<file path="config.mk">
export PLATFORM = sky130hd
export DESIGN_NAME = modbus_rtu_response_deframer
export DESIGN_NICKNAME = d
export VERILOG_FILES = /design/src/rtl/core/mrd_pkg.sv /design/src/rtl/core/mrd_in_reg.sv /design/src/rtl/core/mrd_frame.sv /design/src/rtl/core/modbus_rtu_response_deframer.sv
export SDC_FILE = /design/constraint.sdc
export NUM_CORES = 1
export LEC_CHECK = 0
export BUFFER_PORTS_ARGS = -buffer_cell sky130_fd_sc_hd__buf_4
export CORE_AREA = 4 4 120 122
export CTS_BUF_LIST = sky130_fd_sc_hd__clkbuf_8
export DETAILED_ROUTE_END_ITERATION = 16
export DIE_AREA = 0 0 124 126
export HOLD_SLACK_MARGIN = 0.06
export PLACE_DENSITY_LB_ADDON = 0.25
export SLEW_MARGIN = 30
export SYNTH_ARGS = -nofsm -noshare
export SYNTH_HDL_FRONTEND = slang
export SYNTH_SLANG_ARGS = --single-unit
export TNS_END_PERCENT = 5
</file>
<file path="constraint.sdc">
create_clock -name clk -period 5.23 [get_ports clk]
set_input_delay 0.2615 -clock clk [delete_from_list [all_inputs] [get_ports clk]]
set_output_delay 0.2615 -clock clk [all_outputs]
set_load 0.005 [all_outputs]
</file>
<file path="src/rtl/core/mrd_pkg.sv">
// Package for the Modbus RTU response deframer: shared types, request and
// value-kind codes, frame constants and the byte-wide CRC-16/Modbus update.
// Depends on nothing; every other file of the block imports it.
package mrd_pkg;

  localparam int unsigned POS_W     = 9;
  localparam logic [7:0]  EXC_LIMIT = 8'h80;
  localparam logic [15:0] CRC_INIT  = 16'hffff;
  localparam logic [15:0] CRC_POLY  = 16'ha001;

  // Fixed body lengths (including the two CRC bytes)
  localparam logic [POS_W-1:0] LEN_EXCEPTION = 9'd5;
  localparam logic [POS_W-1:0] LEN_WRITE     = 9'd8;
  localparam logic [POS_W-1:0] LEN_OTHER     = 9'd4;
  localparam logic [POS_W-1:0] LEN_READ_BASE = 9'd5;

  // Function codes with a six-byte write response body
  localparam logic [7:0] FC_WRITE_COIL  = 8'd5;
  localparam logic [7:0] FC_WRITE_REG   = 8'd6;
  localparam logic [7:0] FC_WRITE_COILS = 8'd15;
  localparam logic [7:0] FC_WRITE_REGS  = 8'd16;
  localparam logic [7:0] FC_READ_FIRST  = 8'd1;
  localparam logic [7:0] FC_READ_LAST   = 8'd4;

  typedef enum logic [1:0] {
    REQ_OTHER         = 2'd0,
    REQ_SETPOINT_WR   = 2'd1,
    REQ_SETPOINT_RD   = 2'd2,
    REQ_MEASURE_RD    = 2'd3
  } req_kind_t;

  typedef enum logic [1:0] {
    VK_NONE     = 2'd0,
    VK_SETPOINT = 2'd1,
    VK_MEASURED = 2'd2
  } value_kind_t;

  typedef struct packed {
    logic [1:0] request_kind;
    logic [7:0] rx_byte;
  } rx_item_t;

  typedef struct packed {
    logic [POS_W-1:0] frame_length;
    logic             response_ok;
    logic [15:0]      value;
    logic             crc_ok;
    logic [7:0]       exc_code;
    logic             is_exception;
    logic [7:0]       func_code;
    logic [7:0]       slave_address;
  } frame_info_t;

  function automatic logic [15:0] crc16_byte(input logic [15:0] crc_in,
                                             input logic [7:0]  data);
    logic [15:0] crc;
    crc = crc_in ^ {8'h00, data};
    for (int i = 0; i < 8; i++) begin
      if (crc[0]) begin
        crc = (crc >> 1) ^ CRC_POLY;
      end else begin
        crc = crc >> 1;
      end
    end
    return crc;
  endfunction

endpackage

</file>
<file path="src/rtl/core/mrd_in_reg.sv">
// Input register of the deframer: holds one received byte and its request
// kind until the frame stage takes it. Depends on mrd_pkg.
module mrd_in_reg (
  input  logic              clk,
  input  logic              rst_n,
  input  logic              in_valid,
  output logic              in_ready,
  input  mrd_pkg::rx_item_t in_item,
  output logic              hold_valid,
  input  logic              hold_take,
  output mrd_pkg::rx_item_t hold_item
);
  import mrd_pkg::*;

  logic     valid_r;
  rx_item_t item_r;

  // A new byte may enter whenever the slot is empty or is being drained.
  assign in_ready   = !valid_r || hold_take;
  assign hold_valid = valid_r;
  assign hold_item  = item_r;

  always_ff @(posedge clk) begin
    if (!rst_n) begin
      valid_r <= 1'b0;
    end else if (in_ready) begin
      valid_r <= in_valid;
    end
  end

  always_ff @(posedge clk) begin
    if (in_ready && in_valid) begin
      item_r <= in_item;
    end
  end

endmodule

</file>
<file path="src/rtl/core/mrd_frame.sv">
// Frame stage of the deframer: tracks the byte position, works out the
// frame length, runs the CRC and registers one result per completed frame.
// Depends on mrd_pkg.
module mrd_frame (
  input  logic                 clk,
  input  logic                 rst_n,
  input  logic                 item_valid,
  output logic                 item_take,
  input  mrd_pkg::rx_item_t    item,
  output logic                 res_valid,
  input  logic                 res_ready,
  output mrd_pkg::frame_info_t res_info,
  output logic [1:0]           res_kind
);
  import mrd_pkg::*;

  logic [POS_W-1:0] pos_r, exp_r;
  logic [15:0]      crc_r;
  logic [7:0]       addr_r, func_r, byte_two_r, crc_lo_r;
  logic [23:0]      vbytes_r;
  logic             res_valid_r;
  frame_info_t      res_info_r;
  logic [1:0]       res_kind_r;

  logic [7:0]       b;
  logic [POS_W-1:0] exp_cur;
  logic [23:0]      vbytes_cur;
  logic             is_body, is_crc_lo, is_last;
  logic [15:0]      rx_crc;
  logic             crc_ok, exc;
  logic [15:0]      value;
  value_kind_t      vkind;
  logic             resp_ok;
  frame_info_t      info_nxt;

  assign b         = item.rx_byte;
  // Only the closing byte of a frame needs the result register to be free.
  assign item_take = item_valid && (!is_last || !res_valid_r || res_ready);

  // Frame length becomes known at the function code, or at the byte count
  // for read responses.
  always_comb begin
    exp_cur = exp_r;
    if (pos_r == 9'd1) begin
      if (b > EXC_LIMIT) begin
        exp_cur = LEN_EXCEPTION;
      end else if (b == FC_WRITE_COIL || b == FC_WRITE_REG ||
                   b == FC_WRITE_COILS || b == FC_WRITE_REGS) begin
        exp_cur = LEN_WRITE;
      end else if (b < FC_READ_FIRST || b > FC_READ_LAST) begin
        exp_cur = LEN_OTHER;
      end
    end else if (pos_r == 9'd2 && exp_r == '0) begin
      exp_cur = LEN_READ_BASE + {1'b0, b};
    end
  end

  always_comb begin
    vbytes_cur = vbytes_r;
    case (pos_r)
      9'd3:    vbytes_cur[23:16] = b;
      9'd4:    vbytes_cur[15:8]  = b;
      9'd5:    vbytes_cur[7:0]   = b;
      default: vbytes_cur = vbytes_r;
    endcase
  end

  assign is_body   = (exp_cur == '0) || (pos_r < exp_cur - 9'd2);
  assign is_crc_lo = !is_body && (pos_r == exp_cur - 9'd2);
  assign is_last   = !is_body && !is_crc_lo;

  assign rx_crc = {b, crc_lo_r};
  assign crc_ok = (rx_crc == crc_r);
  assign exc    = func_r > EXC_LIMIT;

  always_comb begin
    value   = '0;
    vkind   = VK_NONE;
    resp_ok = 1'b0;
    if (crc_ok && !exc) begin
      case (req_kind_t'(item.request_kind))
        REQ_SETPOINT_WR: begin
          value   = vbytes_cur[15:0];
          vkind   = VK_SETPOINT;
          resp_ok = 1'b1;
        end
        REQ_SETPOINT_RD: begin
          value   = vbytes_cur[23:8];
          vkind   = VK_SETPOINT;
          resp_ok = 1'b1;
        end
        REQ_MEASURE_RD: begin
          value   = vbytes_cur[23:8];
          vkind   = VK_MEASURED;
        end
        default: begin
          value   = '0;
          vkind   = VK_NONE;
        end
      endcase
    end
  end

  always_comb begin
    info_nxt.slave_address  = addr_r;
    info_nxt.func_code      = func_r;
    info_nxt.is_exception   = exc;
    info_nxt.exc_code       = exc ? byte_two_r : 8'h00;
    info_nxt.crc_ok         = crc_ok;
    info_nxt.value          = value;
    info_nxt.response_ok    = resp_ok;
    info_nxt.frame_length   = exp_cur;
  end

  always_ff @(posedge clk) begin
    if (!rst_n) begin
      pos_r      <= '0;
      exp_r      <= '0;
      crc_r      <= CRC_INIT;
      addr_r     <= '0;
      func_r     <= '0;
      byte_two_r <= '0;
      vbytes_r   <= '0;
      crc_lo_r   <= '0;
    end else if (item_take) begin
      if (is_last) begin
        pos_r      <= '0;
        exp_r      <= '0;
        crc_r      <= CRC_INIT;
        addr_r     <= '0;
        func_r     <= '0;
        byte_two_r <= '0;
        vbytes_r   <= '0;
        crc_lo_r   <= '0;
      end else begin
        pos_r    <= pos_r + 9'd1;
        exp_r    <= exp_cur;
        vbytes_r <= vbytes_cur;
        if (pos_r == 9'd0) begin
          addr_r <= b;
        end
        if (pos_r == 9'd1) begin
          func_r <= b;
        end
        if (pos_r == 9'd2) begin
          byte_two_r <= b;
        end
        if (is_body) begin
          crc_r <= crc16_byte(crc_r, b);
        end else begin
          crc_lo_r <= b;
        end
      end
    end
  end

  always_ff @(posedge clk) begin
    if (!rst_n) begin
      res_valid_r <= 1'b0;
    end else if (item_take && is_last) begin
      res_valid_r <= 1'b1;
    end else if (res_ready) begin
      res_valid_r <= 1'b0;
    end
  end

  always_ff @(posedge clk) begin
    if (item_take && is_last) begin
      res_info_r <= info_nxt;
      res_kind_r <= vkind;
    end
  end

  assign res_valid = res_valid_r;
  assign res_info  = res_info_r;
  assign res_kind  = res_kind_r;

endmodule

</file>
<file path="src/rtl/core/modbus_rtu_response_deframer.sv">
// Modbus RTU response deframer. One received byte is accepted per clock
// cycle, sustained, as long as results are taken; a byte passes an input
// register and then the frame stage, which registers the result of a frame
// as it takes the last CRC byte. The rate is set by the frame stage, which
// does the position step and the eight-bit CRC-16/Modbus update for a byte
// combinationally. The frame length comes from the function code (and the
// byte count for read responses); the block never resynchronises, so the
// byte after each frame is taken as an address.
// Depends on mrd_pkg, mrd_in_reg and mrd_frame.
module modbus_rtu_response_deframer (
  input  logic        clk,
  input  logic        rst_n,
  input  logic        in_tvalid,
  output logic        in_tready,
  input  logic [7:0]  in_tdata,   // [7:0] rx_byte
  input  logic [1:0]  in_tuser,   // [1:0] request_kind
  output logic        out_tvalid,
  input  logic        out_tready,
  // [7:0] slave_address, [15:8] func_code, [16] is_exception,
  // [24:17] exc_code, [25] crc_ok, [41:26] value, [42] response_ok,
  // [51:43] frame_length, [55:52] zero
  output logic [55:0] out_tdata,
  output logic [1:0]  out_tuser   // [1:0] value_kind
);
  import mrd_pkg::*;

  rx_item_t    in_item, hold_item;
  logic        hold_valid, hold_take;
  frame_info_t res_info;

  assign in_item.rx_byte      = in_tdata;
  assign in_item.request_kind = in_tuser;

  mrd_in_reg u_in_reg (
    .clk        (clk),
    .rst_n      (rst_n),
    .in_valid   (in_tvalid),
    .in_ready   (in_tready),
    .in_item    (in_item),
    .hold_valid (hold_valid),
    .hold_take  (hold_take),
    .hold_item  (hold_item)
  );

  mrd_frame u_frame (
    .clk        (clk),
    .rst_n      (rst_n),
    .item_valid (hold_valid),
    .item_take  (hold_take),
    .item       (hold_item),
    .res_valid  (out_tvalid),
    .res_ready  (out_tready),
    .res_info   (res_info),
    .res_kind   (out_tuser)
  );

  assign out_tdata = {4'h0, res_info};

endmodule

</file>
# --- Word level (Yosys, flattened, before mapping) ---
# Index checks and enable logic that the tools add are counted.
word_totals:
  reg_bits: 156
  input_bits: 14
  out_inout_bits: 60
  elab_cells: 151
classes:
  n_addsub: 3
  order_cmp: 5
  eq_ne: 15
  mux: 62
  bitwise: 9
  reduce_logical: 36
ops:
  columns: ["cell", "n"]
  rows:
  - ["$mux 16", 38]
  - ["$mux 8", 11]
  - ["$mux 9", 7]
  - ["$pmux 16 s2", 1]
  - ["$logic_not 9->1", 3]
  - ["$mux 24", 1]
  - ["$not 2->3", 8]
  - ["$eq 9x2->1 const B", 2]
  - ["$eq 9x3->1 const B", 2]
  - ["$eq 16x16->1", 1]
  - ["$eq 8x3->1 const B", 2]
  - ["$gt 8x8->1 const B", 2]
  - ["$xor 16x8->16", 1]
  - ["$reduce_and 2->1", 5]
  - ["$reduce_bool 2->1", 5]
  - ["$add 3x8->9 const A", 1]
  - ["$add 9x1->9 const B", 1]
  - ["$eq 9x1->1 const B", 1]
  - ["$eq 9x9->1", 1]
  - ["$lt 9x9->1", 1]
  - ["$sub 9x2->9 const B", 1]
  - ["$eq 8x4->1 const B", 1]
  - ["$eq 8x5->1 const B", 1]
  - ["$gt 8x3->1 const B", 1]
  - ["10 further kinds", 32]

# --- Depth between registers and ports, before layout ---
logic_depth:
  depth_word: 60
  ltp_mapped: 23

# --- Cells and area by module ---
# Synthesis repeated with hierarchy kept, for this count alone.
hier_totals:
  hier_cells: 779
  area_unflattened_um2: 7624.8
modules_own_cells:
  columns: ["module", "instances", "cells_each", "area_each_um2"]
  rows:
  - ["mrd_frame", 1, 759, 7233.2]
  - ["mrd_in_reg", 1, 15, 357.8]
  - ["modbus_rtu_response_deframer", 1, 5, 33.8]

# --- Least setup slack after synthesis ---
# OpenSTA, ideal clock, no wires.
synth_path:
  kind: "reg2reg"
  from: "register u_frame.pos_r[3]"
  to: "register u_frame.addr_r[2]"
  setup_ns: 0.121
  arrival_ns: 5.535
  required_ns: 5.109
  path_slack_ns: -0.426
  stages_incl_launch_ff: 21
  path_buffers: 1
  synth_period_minus_slack_ns: 5.656
  path_cell_list: "dfxtp_1 > or4_4 > or4_1 > buf_6 > nor2_4 > a211oi_1 > nor2_1 > inv_1 > ha_1 > nand2_1 > nor3_1 > xnor2_1 > ha_1 > nand2_1 > a21oi_1 > o31ai_1 > o21ai_0 > nand3_1 > a21oi_2 > a311oi_4 > a2bb2o_1"
synth_via:
  elab_chain_len: 16
synth_rtl:
  columns: ["element", "line", "source"]
  rows:
  - ["start, declared", "mrd_frame.sv:17", "logic [POS_W-1:0] pos_r, exp_r;"]
  - ["start signal, assigned", "mrd_frame.sv:136", "pos_r <= pos_r + 9'd1;"]
  - ["$eq 9x2->1", "mrd_frame.sv:53", "end else if (pos_r == 9'd2 && exp_r == '0) begin"]
  - ["$logic_and 1x1->1", "mrd_frame.sv:53", null]
  - ["$mux 9", "mrd_frame.sv:53", null]
  - ["$mux 9 (*)", "mrd_frame.sv:44", "if (pos_r == 9'd1) begin"]
  - ["net u_frame.exp_cur[2]", "mrd_frame.sv:26", "logic [POS_W-1:0] exp_cur;"]
  - ["$sub 9x2->9", "mrd_frame.sv:68, mrd_frame.sv:69", null]
  - ["$lt 9x9->1", "mrd_frame.sv:68", "assign is_body = (exp_cur == '0) || (pos_r < exp_cur - 9'd2);"]
  - ["$logic_or 1x1->1", "mrd_frame.sv:68", null]
  - ["$logic_not 1->1", "mrd_frame.sv:69, mrd_frame.sv:70", null]
  - ["$logic_and 1x1->1", "mrd_frame.sv:69", "assign is_crc_lo = !is_body && (pos_r == exp_cur - 9'd2);"]
  - ["$logic_not 1->1", "mrd_frame.sv:70", "assign is_last = !is_body && !is_crc_lo;"]
  - ["$logic_and 1x1->1 (*)", "mrd_frame.sv:70", null]
  - ["$logic_not 1->1", "mrd_frame.sv:38", "assign item_take = item_valid && (!is_last || !res_valid_r || res_ready);"]
  - ["$logic_or 1x1->1 (2 in series)", "mrd_frame.sv:38", null]
  - ["$logic_and 1x1->1", "mrd_frame.sv:38", null]
  - ["$reduce_and 2->1 (no line)", null, null]
  - ["end signal, assigned", "mrd_frame.sv:120", "addr_r <= '0;"]
  - ["end signal, assigned", "mrd_frame.sv:130", "addr_r <= '0;"]
  - ["end signal, assigned", "mrd_frame.sv:140", "addr_r <= b;"]
  - ["end, declared", "mrd_frame.sv:19", "logic [7:0] addr_r, func_r, byte_two_r, crc_lo_r;"]
# The timed path passes the listed nets; every way through them passes the cells marked *.
# A chain may end at the register's enable or synchronous reset.

# --- Worst setup path in the final report ---
layout_path:
  from: "register u_frame.pos_r[3]"
  to: "output port in_tready"
layout_via:
  elab_chain_len: 16
layout_rtl:
  columns: ["element", "line", "source"]
  rows:
  - ["$eq 9x2->1", "mrd_frame.sv:53", null]
  - ["$logic_and 1x1->1", "mrd_frame.sv:53", null]
  - ["$mux 9", "mrd_frame.sv:53", null]
  - ["$mux 9 (*)", "mrd_frame.sv:44", null]
  - ["net u_frame.exp_cur[2]", "mrd_frame.sv:26", null]
  - ["$sub 9x2->9", "mrd_frame.sv:68, mrd_frame.sv:69", null]
  - ["$lt 9x9->1", "mrd_frame.sv:68", null]
  - ["$logic_or 1x1->1", "mrd_frame.sv:68", null]
  - ["$logic_not 1->1", "mrd_frame.sv:69, mrd_frame.sv:70", null]
  - ["$logic_and 1x1->1", "mrd_frame.sv:69", null]
  - ["$logic_not 1->1", "mrd_frame.sv:70", null]
  - ["$logic_and 1x1->1 (*)", "mrd_frame.sv:70", null]
  - ["$logic_not 1->1 (*)", "mrd_frame.sv:38", null]
  - ["$logic_or 1x1->1 (*) (2 in series)", "mrd_frame.sv:38", null]
  - ["$logic_and 1x1->1 (*)", "mrd_frame.sv:38", null]
  - ["$logic_or 1x1->1 (*)", "mrd_in_reg.sv:19", "assign in_ready = !valid_r || hold_take;"]
  - ["end, declared", "modbus_rtu_response_deframer.sv:14", "output logic in_tready,"]
# Marked as above.

==> flow_summary.toml <==
[outcome]
outcome = "finished, final reports clean"

[finish]
final_util_pct = 65.6
nNetsFinal = 783
final_cells = 934
antenna_cells = 0
layout_common_cells = "buf_4 (102), dfxtp_1 (92), edfxtp_1 (63)"
final_common_cell = "buf_4"
drive_above_1_share_pct = 23.6
area_growth_pct = 19.6

[global_route]
grt_start_max_net_pins = 42
grt_pass1_wl_um = 28000
grt_pass1_vias = 5359
antenna_found_initial = 0
grt.total_usage_pct = 22.9
grt-ovfl-total = 0

[sta]
setup_ws_ns = 0.269
period_needed_ns = 4.96
relSlewSlack_pct = 45.0
post-route-period-util_pct = 94.9
drv_slew = 0
rsz0062_at_grt = "false"
tightest_slew_ns = 0.823
clock_skew_ns = 0.0123
max_freq_mhz = 202
hold_viol_final = 0
setup_viol = 0
setup_tns_ns = 0

[critical_path]
cp-endpoint = "in_tready"
path_cells = "or4_4, or4_4, nor2_4, a211oi_1, nor2_1, inv_1, ha_1, nand2_1, nor3_2, xnor2_1, ha_1, nand2_1, a21oi_1, o31ai_2, o21a_1, buf_4, a211oi_1, buf_4, nand3_1, buf_4"
path_class = "reg2out"
critPathTopFamily = "simple AND/OR/NAND/NOR gates"
worst-path-buf-inv = 4
cp.arrival_ns = 4.70
cp-end-kind = "primary output"
cp-start-kind = "register"
regToRegSetupSlack_ns = 0.43
slowest_stage = "or4_4"
cp_num_cells = 20
r2r_cells = 20
cp_max_fo = 7
worst-endpoint-required_ns = 4.97
path_common_cell = "buf_4"
slowest_delay_ns = 0.61
r2r-start = "u_frame.pos_r[3]"
critPathLaunch = "u_frame.pos_r[3]"
r2r-end = "u_frame.pos_r[5]"

[worst_hold_path]
hold_path.class = "in2reg"

[logic_synthesis]
synth_cells = 649
synth-edff-count = 63
ys_warn_count = 0
synthArstFlopShare_pct = 0
synth_area_per_cell_um2 = 11.2
synth-main-ff-cell = "dfxtp_1"
syn_area_um2 = 7240
synth_cell_types = 71
ys_seq_area_share_pct = 51.6
synth_seq_cells = 155

[clocking]
cts_tree = "yes"
clk_pin_slew_ns = 0.08
htreeDepth = 4
cts_root_buf = "clkbuf_8"
cts_made_buffers = 17
clk_latency_ns = 0.46
cts_buffer_depth = 2
cts_num_sinks = 155

[place]
gp_congestion = 0.991
io_buffer_count = 69
dp_hpwl_um = 12100
dp_slack_ns = 0.190
dp.cells = 885

[route]
antenna_left = 0
first_pass_iters = 4
dr_total_vias = 5495
route.detailed.drc = 0
routedWlPerCell_um = 18.5
via_per_inst = 5.88
drt-initial-drc-count = 440
wirelength_um = 17300

[die]
fp.dieW_um = 124
rows = 42
fp.dieH_um = 126
core_um2 = 13200
pin_count = 74
start_util_pct = 54.9
dieArea_um2 = 15600

[run]
drv_cap = 0

[power_and_ir_drop]
max-vdd-ir-drop_v = 0.000140
power_density_nw_per_um2 = 316
p_leak_nw = 3.13
## through the flow
stage          total power [mW]  cell area [um^2]  hold WS (ns)
5_1_grt                    2.85              8660        0.0989
3_5_place_dp               1.76              8020         0.420
2_1_floorplan              1.66              7260         0.360
6_report                   2.73              8660        0.0815
3_3_place_gp               1.75              8020         0.420
4_1_cts                    2.72              8550        0.0713
## cell usage after synthesis, types with 3 or more instances
cell,count,area share (%)
a211oi_1,5,0.52
a21oi_1,33,2.3
a22o_1,51,6.2
a22oi_1,9,0.93
a2bb2oi_1,12,1.5
a311oi_4,3,1.1
and2_1,20,1.7
and3_1,3,0.26
buf_1,6,0.31
buf_4,5,0.52
buf_6,3,0.47
clkbuf_1,23,1.2
dfxtp_1,92,25
edfxtp_1,63,26
ha_1,24,4.1
inv_1,18,0.93
mux2_2,16,2.5
nand2_1,37,1.9
nand2b_1,5,0.43
nand3_1,13,0.90
nand4_1,8,0.69
nor2_1,34,1.8
nor2b_1,5,0.43
nor3_1,11,0.76
nor4_1,5,0.43
o2111ai_1,3,0.36
o21ai_0,13,0.90
o22a_1,5,0.60
o22ai_1,3,0.26
o2bb2ai_1,12,1.5
o31ai_1,4,0.41
o32ai_1,3,0.36
or3_1,6,0.52
or4_1,4,0.41
xnor2_1,42,5.1
xor2_1,6,0.73
## area by class of cell
type	instances	area, um^2
multi-input cells	440	3330
clock inverters	14	176
fillers	1026	4530
clock buffers	18	248
inverters	18	67.6
flip-flops and latches	155	3730
repair buffers	113	886
well taps	176	220
## flip-flops by register name (all words and copies together) (netlist names)
register	flops
u_frame.crc_r	16
u_frame.byte_two_r	8
u_frame.res_info	52
u_frame.res_kind	1
u_frame.func_r	8
u_in_reg.hold_valid	1
u_frame.addr_r	8
u_frame.vbytes_r	24
u_frame.exp_r	9
u_frame.res_valid	1
u_in_reg.hold_item	10
u_frame.pos_r	9
u_frame.crc_lo_r	8
## worst min path at each step
stage                            from                    end  slack (ns)  depth (start not counted)
floorplan                 in_tdata[0]  u_in_reg.hold_item[0]        0.36                          0
global placement    u_frame.addr_r[2]    u_frame.res_info[2]        0.42                          0
detailed placement  u_frame.addr_r[4]    u_frame.res_info[4]        0.42                          0
CTS                         in_tvalid    u_in_reg.hold_valid        0.07                          3
global route                in_tvalid    u_in_reg.hold_valid         0.1                          3
finish                      in_tvalid    u_in_reg.hold_valid        0.08                          3
## cells by family after synthesis
family          share of synthesized area (%)
buf+inv                                  3.56
compound gates                           20.1
xor+xnor                                 5.81
flops                                    51.6
mux                                      2.63
other cells                            0.0518
fa+ha+maj                                4.15
simple gates                             12.1
## where the power goes
| group | internal [mW] | switching (mW) | total, mW |
|---|---|---|---|
| Combinational | 0.189 | 0.248 | 0.437 |
| Clock | 0.526 | 0.443 | 0.969 |
| Sequential | 1.29 | 0.0404 | 1.33 |
## worst reg2reg max path, stage by stage, from the launching register on
cell      delay, ns
dfxtp_1        0.38
or4_4          0.61
or4_4          0.48
nor2_4         0.19
a211oi_1       0.10
nor2_1         0.15
inv_1          0.07
ha_1           0.21
nand2_1        0.11
nor3_2         0.05
xnor2_1        0.13
ha_1           0.28
nand2_1        0.08
a21oi_1        0.18
o31ai_2        0.12
o21ai_0        0.40
nand3_1        0.16
o211ai_1       0.54
buf_4          0.24
o21ai_0        0.10
a21oi_1        0.16
## timing repair
item,4_1_cts,5_1_grt
setup endpoints to repair,0,126
hold buffers,10,0
setup buffers,0,7
gates resized for setup,0,12
endpoints found under the hold margin,10,0
## per-layer routing
layer	wire length, um	GRT usage (%)	vias to the layer above
li1	-	-	2618
met1	7580	30.4	2667
met4	356	8.57	0
met2	8440	36.9	176
met5	0	0	-
met3	910	4.75	34
No activity file was read; power rests on OpenSTA's default activity.
